File: config.mk
export PLATFORM = sky130hd
export DESIGN_NAME = periodic_task_scheduler
export DESIGN_NICKNAME = d
export VERILOG_FILES = /design/src/rtl/pst_pkg.sv /design/src/rtl/periodic_task_scheduler.sv /design/src/rtl/pst_ctrl.sv /design/src/rtl/pst_datapath.sv
export SDC_FILE = /design/constraint.sdc
export NUM_CORES = 1
export LEC_CHECK = 0
export BUFFER_PORTS_ARGS = -buffer_cell sky130_fd_sc_hd__buf_2
export CORE_MARGIN = 5
export CORE_UTILIZATION = 50
export CTS_CLUSTER_SIZE = 20
export DETAILED_ROUTE_END_ITERATION = 8
export GPL_TIMING_DRIVEN = 1
export PLACE_DENSITY = 0.66
export RECOVER_POWER = 50
export SETUP_SLACK_MARGIN = 0.05
export SLEW_MARGIN = 30
export SYNTH_ARGS = -nofsm -noshare
export SYNTH_HDL_FRONTEND = slang
export SYNTH_SLANG_ARGS = --single-unit
File: constraint.sdc
create_clock -name clk -period 5.6 [get_ports clk]
set_input_delay 1.12 -clock clk [delete_from_list [all_inputs] [get_ports clk]]
set_output_delay 1.12 -clock clk [all_outputs]
set_load 0.1 [all_outputs]
File: src/rtl/pst_pkg.sv
// Shared types and codes for the periodic task scheduler.
package pst_pkg;

  localparam int SLOT_W   = 8;
  localparam int PERIOD_W = 15;
  localparam int INDEX_W  = 6;

  localparam logic [1:0] OP_TICK     = 2'd0;
  localparam logic [1:0] OP_DISPATCH = 2'd1;
  localparam logic [1:0] OP_ADD      = 2'd2;
  localparam logic [1:0] OP_CLEAR    = 2'd3;

  localparam logic [1:0] ST_OK          = 2'd0;
  localparam logic [1:0] ST_SLOT_RANGE  = 2'd1;
  localparam logic [1:0] ST_ZERO_PERIOD = 2'd2;

  typedef struct packed {
    logic [1:0]          operation;
    logic [SLOT_W-1:0]   slot;
    logic [PERIOD_W-1:0] period;
    logic                handler_present;
  } req_item_t;

  typedef struct packed {
    logic [INDEX_W-1:0] task_index;
    logic               found;
    logic [1:0]         status;
  } rsp_item_t;

  typedef enum logic [2:0] {
    S_IDLE,
    S_TICK,
    S_SCAN,
    S_APPLY,
    S_FINISH
  } fsm_state_t;

  typedef struct packed {
    logic load;
    logic tick;
    logic scan;
    logic apply;
    logic out_load;
  } dp_cmd_t;

  typedef struct packed {
    logic [1:0] in_op;
    logic       scan_hit;
    logic       scan_last;
    logic       tick_done;
    logic       out_free;
  } dp_sts_t;

endpackage

File: src/rtl/periodic_task_scheduler.sv
// Periodic task scheduler: NUM_TASKS slots of period, countdown, ready and handler flags.
//
// Request channel req_valid/req_ready/req carries one item: tick, dispatch, add or clear.
// Response channel rsp_valid/rsp_ready/rsp returns exactly one item per request,
// in order: task_index, found and status.
// One request is worked at a time; req_ready is high only while the sequencer idles.
// The sequencer steps each request through its own states:
//   tick      all NUM_TASKS slots, one slot per cycle through the countdown memory read port
//   dispatch  at most NUM_TASKS slots up to the first hit, one flag pair per cycle
//   add/clear the addressed slot is updated in the apply state
// Between requests the sequencer returns to the idle state.
// The result sits in an output register; if the receiver stalls, the next request
// is still accepted and worked, and its result waits until the register frees.
// Reset (rst, synchronous) clears all ready, handler and in-use flags and empties
// the output register; slot periods and countdowns need no clearing since an
// unused slot is never read back.
module periodic_task_scheduler import pst_pkg::*; #(
  parameter int NUM_TASKS = 8
) (
  input  logic      clk,
  input  logic      rst,
  input  logic      req_valid,
  output logic      req_ready,
  input  req_item_t req,
  output logic      rsp_valid,
  input  logic      rsp_ready,
  output rsp_item_t rsp
);

  dp_cmd_t cmd;
  dp_sts_t sts;

  pst_ctrl u_ctrl (
    .clk       (clk),
    .rst       (rst),
    .req_valid (req_valid),
    .req_ready (req_ready),
    .sts       (sts),
    .cmd       (cmd)
  );

  pst_datapath #(
    .NUM_TASKS (NUM_TASKS)
  ) u_datapath (
    .clk       (clk),
    .rst       (rst),
    .req       (req),
    .rsp       (rsp),
    .rsp_valid (rsp_valid),
    .rsp_ready (rsp_ready),
    .cmd       (cmd),
    .sts       (sts)
  );

endmodule

File: src/rtl/pst_ctrl.sv
// Sequencer: decodes each item and steps the datapath through its slot walk or slot update.
module pst_ctrl import pst_pkg::*; (
  input  logic    clk,
  input  logic    rst,
  input  logic    req_valid,
  output logic    req_ready,
  input  dp_sts_t sts,
  output dp_cmd_t cmd
);

  fsm_state_t state, state_next;

  always_ff @(posedge clk) begin
    if (rst) begin
      state <= S_IDLE;
    end else begin
      state <= state_next;
    end
  end

  always_comb begin
    state_next = state;
    unique case (state)
      S_IDLE: begin
        if (req_valid) begin
          unique case (sts.in_op)
            OP_TICK:     state_next = S_TICK;
            OP_DISPATCH: state_next = S_SCAN;
            default:     state_next = S_APPLY;
          endcase
        end
      end
      S_TICK: begin
        if (sts.tick_done) begin
          state_next = S_FINISH;
        end
      end
      S_SCAN: begin
        if (sts.scan_hit || sts.scan_last) begin
          state_next = S_FINISH;
        end
      end
      S_APPLY:  state_next = S_FINISH;
      S_FINISH: begin
        if (sts.out_free) begin
          state_next = S_IDLE;
        end
      end
      default:  state_next = S_IDLE;
    endcase
  end

  always_comb begin
    req_ready    = 1'b0;
    cmd          = '0;
    unique case (state)
      S_IDLE: begin
        req_ready = 1'b1;
        cmd.load  = req_valid;
      end
      S_TICK:   cmd.tick     = 1'b1;
      S_SCAN:   cmd.scan     = 1'b1;
      S_APPLY:  cmd.apply    = 1'b1;
      S_FINISH: cmd.out_load = sts.out_free;
      default:  cmd          = '0;
    endcase
  end

endmodule

File: src/rtl/pst_datapath.sv
// Slot table, countdown memory, walk counter and result register.
module pst_datapath import pst_pkg::*; #(
  parameter int NUM_TASKS = 8
) (
  input  logic      clk,
  input  logic      rst,
  input  req_item_t req,
  output rsp_item_t rsp,
  output logic      rsp_valid,
  input  logic      rsp_ready,
  input  dp_cmd_t   cmd,
  output dp_sts_t   sts
);

  localparam int IW = (NUM_TASKS > 1) ? $clog2(NUM_TASKS) : 1;
  localparam int CW = $clog2(NUM_TASKS + 1);
  localparam int MW = 2 * PERIOD_W;

  // latched item
  logic [1:0]          cur_op;
  logic [SLOT_W-1:0]   cur_slot;
  logic [PERIOD_W-1:0] cur_period;
  logic                cur_hp;

  // per-slot flags; live marks a slot that was ever added (countdown nonzero)
  logic [NUM_TASKS-1:0] slot_ready;
  logic [NUM_TASKS-1:0] slot_has_handler;
  logic [NUM_TASKS-1:0] slot_live;

  // {period, countdown} per slot
  logic [MW-1:0] slot_mem [NUM_TASKS];
  logic [MW-1:0] rd_data;

  logic [CW-1:0] cnt;
  logic [IW-1:0] cnt_idx;
  logic          pend;
  logic [IW-1:0] pend_idx;

  logic [IW-1:0] res_idx;
  logic          res_found;
  logic [1:0]    res_status;

  logic                slot_ok;
  logic [IW-1:0]       slot_idx;
  logic                add_ok;
  logic                clear_ok;
  logic [PERIOD_W-1:0] rd_cd;
  logic [PERIOD_W-1:0] rd_per;
  logic [PERIOD_W-1:0] cd_dec;
  logic                reload;
  logic                wb_en;
  logic                mem_we;
  logic [IW-1:0]       mem_waddr;
  logic [MW-1:0]       mem_wdata;
  logic                scan_hit;
  logic                cnt_end;

  assign cnt_idx  = cnt[IW-1:0];
  assign cnt_end  = (cnt == CW'(NUM_TASKS));
  assign slot_ok  = (cur_slot < SLOT_W'(NUM_TASKS));
  assign slot_idx = cur_slot[IW-1:0];
  assign add_ok   = cmd.apply && (cur_op == OP_ADD) && slot_ok && (cur_period != '0);
  assign clear_ok = cmd.apply && (cur_op == OP_CLEAR) && slot_ok;

  assign rd_cd  = rd_data[PERIOD_W-1:0];
  assign rd_per = rd_data[MW-1:PERIOD_W];
  assign cd_dec = rd_cd - PERIOD_W'(1);
  assign reload = (cd_dec == '0);
  assign wb_en  = cmd.tick && pend && slot_live[pend_idx];

  assign scan_hit = cmd.scan && slot_ready[cnt_idx] && slot_has_handler[cnt_idx];

  always_comb begin
    mem_we    = wb_en || add_ok;
    mem_waddr = add_ok ? slot_idx : pend_idx;
    if (add_ok) begin
      mem_wdata = {cur_period, cur_period};
    end else begin
      mem_wdata = {rd_per, reload ? rd_per : cd_dec};
    end
  end

  always_ff @(posedge clk) begin
    if (mem_we) begin
      slot_mem[mem_waddr] <= mem_wdata;
    end
    rd_data <= slot_mem[cnt_idx];
  end

  always_ff @(posedge clk) begin
    if (cmd.load) begin
      cur_op     <= req.operation;
      cur_slot   <= req.slot;
      cur_period <= req.period;
      cur_hp     <= req.handler_present;
    end
  end

  // walk counter and read pipeline
  always_ff @(posedge clk) begin
    if (rst) begin
      cnt  <= '0;
      pend <= 1'b0;
    end else if (cmd.load) begin
      cnt  <= '0;
      pend <= 1'b0;
    end else if (cmd.tick) begin
      pend <= !cnt_end;
      if (!cnt_end) begin
        cnt <= cnt + CW'(1);
      end
    end else if (cmd.scan) begin
      cnt <= cnt + CW'(1);
    end
  end

  always_ff @(posedge clk) begin
    pend_idx <= cnt_idx;
  end

  always_ff @(posedge clk) begin
    if (rst) begin
      slot_ready       <= '0;
      slot_has_handler <= '0;
      slot_live        <= '0;
    end else begin
      if (wb_en && reload) begin
        slot_ready[pend_idx] <= 1'b1;
      end
      if (scan_hit) begin
        slot_ready[cnt_idx] <= 1'b0;
      end
      if (add_ok) begin
        slot_ready[slot_idx]       <= 1'b0;
        slot_has_handler[slot_idx] <= cur_hp;
        slot_live[slot_idx]        <= 1'b1;
      end
      if (clear_ok) begin
        slot_ready[slot_idx]       <= 1'b0;
        slot_has_handler[slot_idx] <= 1'b0;
      end
    end
  end

  always_ff @(posedge clk) begin
    if (cmd.load) begin
      res_idx    <= '0;
      res_found  <= 1'b0;
      res_status <= ST_OK;
    end else begin
      if (scan_hit) begin
        res_idx   <= cnt_idx;
        res_found <= 1'b1;
      end
      if (cmd.apply && !slot_ok) begin
        res_status <= ST_SLOT_RANGE;
      end else if (cmd.apply && (cur_op == OP_ADD) && (cur_period == '0)) begin
        res_status <= ST_ZERO_PERIOD;
      end
    end
  end

  always_ff @(posedge clk) begin
    if (rst) begin
      rsp_valid <= 1'b0;
    end else if (cmd.out_load) begin
      rsp_valid <= 1'b1;
    end else if (rsp_ready) begin
      rsp_valid <= 1'b0;
    end
  end

  always_ff @(posedge clk) begin
    if (cmd.out_load) begin
      rsp.task_index <= INDEX_W'(res_idx);
      rsp.found      <= res_found;
      rsp.status     <= res_status;
    end
  end

  always_comb begin
    sts.in_op     = req.operation;
    sts.scan_hit  = scan_hit;
    sts.scan_last = (cnt_idx == IW'(NUM_TASKS - 1));
    sts.tick_done = pend && (pend_idx == IW'(NUM_TASKS - 1));
    sts.out_free  = !rsp_valid || rsp_ready;
  end

endmodule

# After elaboration in Yosys (flattened, before gate mapping)
# Memory sizes are Yosys's and may differ from the RTL's. A register that Yosys moved wholly into a read port is not among the register bits.
# Cells that the tools add are included.
[word_totals]
input_bits = 30
mem_bits_rw = 240
n_memories = 1
output_inout_bits = 11
register_bits = 74
wordCells = 133
[memory_table]
columns = ["memory", "depth", "width", "rd", "rd_ports_with_merged_regs", "wr", "line", "rtl"]
rows = [
  ["u_datapath.slot_mem", 8, 30, 1, 1, 1, "pst_datapath.sv:31", "logic [MW-1:0] slot_mem [NUM_TASKS];"],
]
[classes]
bitwise = 8
n_eq_ne = 15
n_reduce_logical = 34
addsub = 2
magnitude_cmp = 7
muxes = 47
[op_table]
columns = ["op", "n"]
rows = [
  ["$mux W8", 10],
  ["$and A8 B8 Y8", 4],
  ["$logic_not A15 Y1", 2],
  ["$mux W30", 1],
  ["$mux W1", 18],
  ["$logic_and A1 B1 Y1", 16],
  ["$not A8 Y8", 2],
  ["$or A8 B8 Y8", 2],
  ["$mux W15", 1],
  ["$mux W3", 5],
  ["$pmux W3 S5", 1],
  ["$reduce_bool A15 Y1", 1],
  ["$sub A15 B1 Y15 const B", 1],
  ["$lt A3 B4 Y1 const B", 3],
  ["$mux W4", 3],
  ["$bmux W1 S3", 3],
  ["$demux W1 S3", 3],
  ["$eq A3 B3 Y1 const B", 3],
  ["$ge A3 B1 Y1 const B", 3],
  ["$bwmux W8", 1],
  ["$lt A8 B4 Y1 const B", 1],
  ["$eq A3 B2 Y1 const B", 2],
  ["$ne A2 B2 Y1 const B", 3],
  ["$reduce_bool A2 Y1", 3],
  ["other kinds (14)", 21],
]

# Logic depth before layout (Yosys ltp)
[depth]
word_depth = 15
mapped_depth = 10
mapped_depth_nobuf = 8

# By module
# A second synthesis with hierarchy kept.
[hier_totals]
hier_cells = 849
area_unflattened_um2 = 13601.8
[modules_own_cells]
columns = ["mod", "area_per_inst_um2", "instances", "seq_area_each_um2", "cells_each"]
rows = [
  ["pst_datapath", 13409.1, 1, 9549.2, 825],
  ["pst_ctrl", 192.7, 1, 60.1, 24],
]

# Worst setup path after synthesis
# Ideal clock, no wire load.
[synth_timing]
path_kind = "flip-flop to flip-flop"
startpoint = "register u_ctrl.state[2]"
endpoint = "register u_datapath.cnt[0]"
slack_ps = 1412
path_stages_with_launch = 6
setup_ps = 115
required_ps = 5485
arrival_ps = 4073
path_buffers = 1
synth_period_minus_slack_ps = 4188
cell_sequence = "dfxtp_1 -> nor3_1 -> and2_1 -> clkbuf_1 -> or2_2 -> nor2_1"
[synth_lines]
columns = ["item", "line", "rtl"]
rows = [
  ["start, declared", "pst_ctrl.sv:11", "fsm_state_t state, state_next;"],
  ["start signal, assigned", "pst_ctrl.sv:17", "state <= state_next;"],
  ["end signal, assigned", "pst_datapath.sv:110", "cnt <= cnt + CW'(1);"],
  ["end signal, assigned", "pst_datapath.sv:113", "cnt <= cnt + CW'(1);"],
  ["end, declared", "pst_datapath.sv:34", "logic [CW-1:0] cnt;"],
]

==> impl_metrics.toml <==
[status]
status = "complete, but fails checks"
violations = "max-capacitance violations, max-slew violations"

[routing]
vias = 8470
wl_per_cell_um = 20.20
postRouteWirelength_mm = 29.98
dr.pass1.iters = 7
route.detailed.drc = 0
post_drt_via_cell_ratio = 5.708
drt_iter0_markers = 656
ant_nets = 0

[timing]
finalClockSkew_ns = 0.03012
setup_tns_ns = 0
rsz0062_at_grt = "false"
worst_slew_pin_slew_ns = 2.206
fin_crit_sh_pct = 74.51
hold_viol = 0
report.final.slew_viol_count = 168
fin_hold_ws_ns = 0.4297
min_period_ns = 4.172
finalSetupViolCount = 0
relSlewSlack_pct = -47.15
fmax_ghz = 0.2397
worst_slack_ns = 1.428

[synthesis]
ys.flop_type = "edfxtp_1"
ys_ff_latch = 344
synth_top_area_cell = "edfxtp_1"
synthCells = 1044
async_flop_share_pct = 0
yosys_warnings = 0
synth.avg_cell_area_um2 = 13.39
yosys-top-cells-area = "edfxtp_1 (58%), dfxtp_1 (10%), mux2i_1 (6.4%)"
yosysUniqueCellTypes = 65
synth_edf_count = 272
synth_top_area_share_pct = 58.41
ys_seq_area_share_pct = 68.72
synth.cell_area_um2 = 13980

[cts]
cts_setup_buffers = 0
clockBufferDepth = 3
cts_max_level = 2
cts_hold_buf = 0
cts_buffers = 36
clock_sink_count = 344
post_cts_resize_count = 0
clkLatencyLatePin_ns = 0.52
clkTransAtPathRegs_ns = 0.06
cts_tree = "done"
cts_root_buf = "clkbuf_16"

[placed_design]
place.gp.congestion = 0.8713
dpl_cell_area_um2 = 14730
dp_hpwl_mm = 19.55
port_buffers = 37
place_ws_ns = 1.995

[global_route]
grt_pass1_wl_mm = 46.98
antenna_found_initial = 0
grt_pass1_vias = 8228
grt_max_degree = 52
grt_util_all_layers_pct = 19.16
globalRouteOverflowTotal = 0

[die]
fp.dieArea_um2 = 31410
rows = 61
core_area_um2 = 27710
dieWidth_um = 177.2
start_util_pct = 50.47
io_pins = 41
die-height_um = 177.2

[setup_path]
cp_data_required_time_ns = 5.96
cp_max_fo = 34
path_buf_inv = 2
crit_chain = "clkbuf_1, nor2_1, buf_4, nand2_1, o21ai_0, a221o_1"
start_kind = "flip-flop"
path_delay_family = "buffers and inverters"
crit_arrival_ns = 4.53
slowest_stage = "dfxtp_1"
endpoint_kind = "flip-flop"
max_stage_delay_ns = 1.48
path_class = "reg2reg"

[power_and_ir_drop]
p_per_area_nw_per_um2 = 364.2
clkPwrFrac_pct = 39.3
p_switching_mw = 1.359
pwr-share-comb_pct = 8.8
swShare_pct = 23.64
p_seq_share_pct = 51.9
p_leak_nw = 5.109
power_mw = 5.749
ir_drop_mv = 0.2674
internal-power_mw = 4.390

[finish]
layout_commonest_cell = "edfxtp_1"
design_area_um2 = 15790
n_antenna_cell = 0
area_growth_pct = 12.88
nets = 1114
drive_above_1_share_pct = 10.31
fillers = 2237
final_cell_mix = "edfxtp_1 (272), nand2_1 (135), mux2i_1 (90), o21ai_0 (76), dfxtp_1 (71)"

[min_path]
hold_class = "reg2reg"

[flow_run]
cap_violations = 6
-- power by group through the flow --
stage	Combinational (mW)	Sequential, mW	Clock [mW]
2_1_floorplan	0.398	2.98	0
3_3_place_gp	0.504	3.03	0
3_5_place_dp	0.511	3.04	0
4_1_cts	0.513	2.98	2.31
5_1_grt	0.553	2.99	2.43
6_report	0.505	2.98	2.26
-- Yosys cell counts (all sizes together) (7+ instances only) --
library cell,n
nand3,8
nor2,70
nand2,135
a21oi,36
clkbuf,34
inv,10
mux2i,90
a41oi,7
dfxtp,72
buf,26
o21ai,79
a221o,27
nor3,44
mux4,8
edfxtp,272
a31oi,7
xnor2,9
and2,9
nor2b,7
-- per-stage QoR --
step / utilization, % / instances
5_1_grt: 56.98 / 1484
6_report: 56.98 / 1484
2_1_floorplan: - / 1046
4_1_cts: 57.26 / 1483
3_5_place_dp: 53.17 / 1418
3_3_place_gp: 52.42 / 1409
-- kinds of logic (layout without fill, tap and decap cells) --
group | count (synthesis) | count (layout) | share of synthesized area (%)
and+or+nand+nor | 313 | 313 | 10.51
DFF | 344 | 344 | 68.72
adders and majority gates | 5 | 5 | 0.4474
AOI/OAI and AO/OA | 199 | 199 | 9.350
muxes | 98 | 98 | 7.731
xor gates and xnor gates | 14 | 14 | 1.011
buffers and inverters | 70 | 130 | 2.201
other | 1 | 3 | 0.02682
-- final timing paths --
| check | startpoint | endpoint | slack, ns | cells after the start |
|---|---|---|---|---|
| worst max-delay path | u_datapath.cnt[1] | u_datapath.rd_data[2] | 1.43 | 6 |
| worst min-delay path | u_datapath.res_found | u_datapath.rsp[2] | 0.43 | 0 |
| worst max register to register | u_datapath.cnt[1] | u_datapath.rd_data[2] | 1.43 | 6 |
| worst min register to register | u_datapath.res_found | u_datapath.rsp[2] | 0.43 | 0 |
-- sequential cells by signal, summed over array words and instances, names as in the netlist, 2 cells and up --
signal and cells:
u_datapath.slot_mem 240, u_datapath.rd_data 30, u_datapath.cur_period 15, u_datapath.cur_slot 8, u_datapath.slot_has_handler 8, u_datapath.slot_live 8, u_datapath.slot_ready 8, u_datapath.rsp 6
u_datapath.cnt 4, u_ctrl.state 3, u_datapath.pend_idx 3, u_datapath.res_idx 3, u_datapath.cur_op 2, u_datapath.res_status 2
-- final cells by class --
type	count	area (um^2)	area share [%]
Tap cell	378	473.0	2.996
Clock buffer	54	1041	6.595
Inverter	10	37.54	0.2378
Timing Repair Buffer	55	442.9	2.806
Clock inverter	11	91.34	0.5786
Sequential cell	344	9613	60.90
Multi-Input combinational cell	632	4086	25.89
-- worst register-to-register path: stages (launching register included) --
cell	delay, ns
dfxtp_1	1.48
clkbuf_1	1.30
nor2_1	0.32
buf_4	0.32
nand2_1	0.08
o21ai_0	0.08
a221o_1	0.42
-- layer usage --
metal / up-vias / routed length (um) / global-route usage (%)
met3: 52 / 1592 / 3.204
met2: 240 / 14380 / 31.13
met5: - / 0 / 0
li1: 4004 / - / -
met1: 4174 / 13300 / 26.75
met4: 0 / 712 / 5.803
No activity file was read; power rests on OpenSTA's default activity.
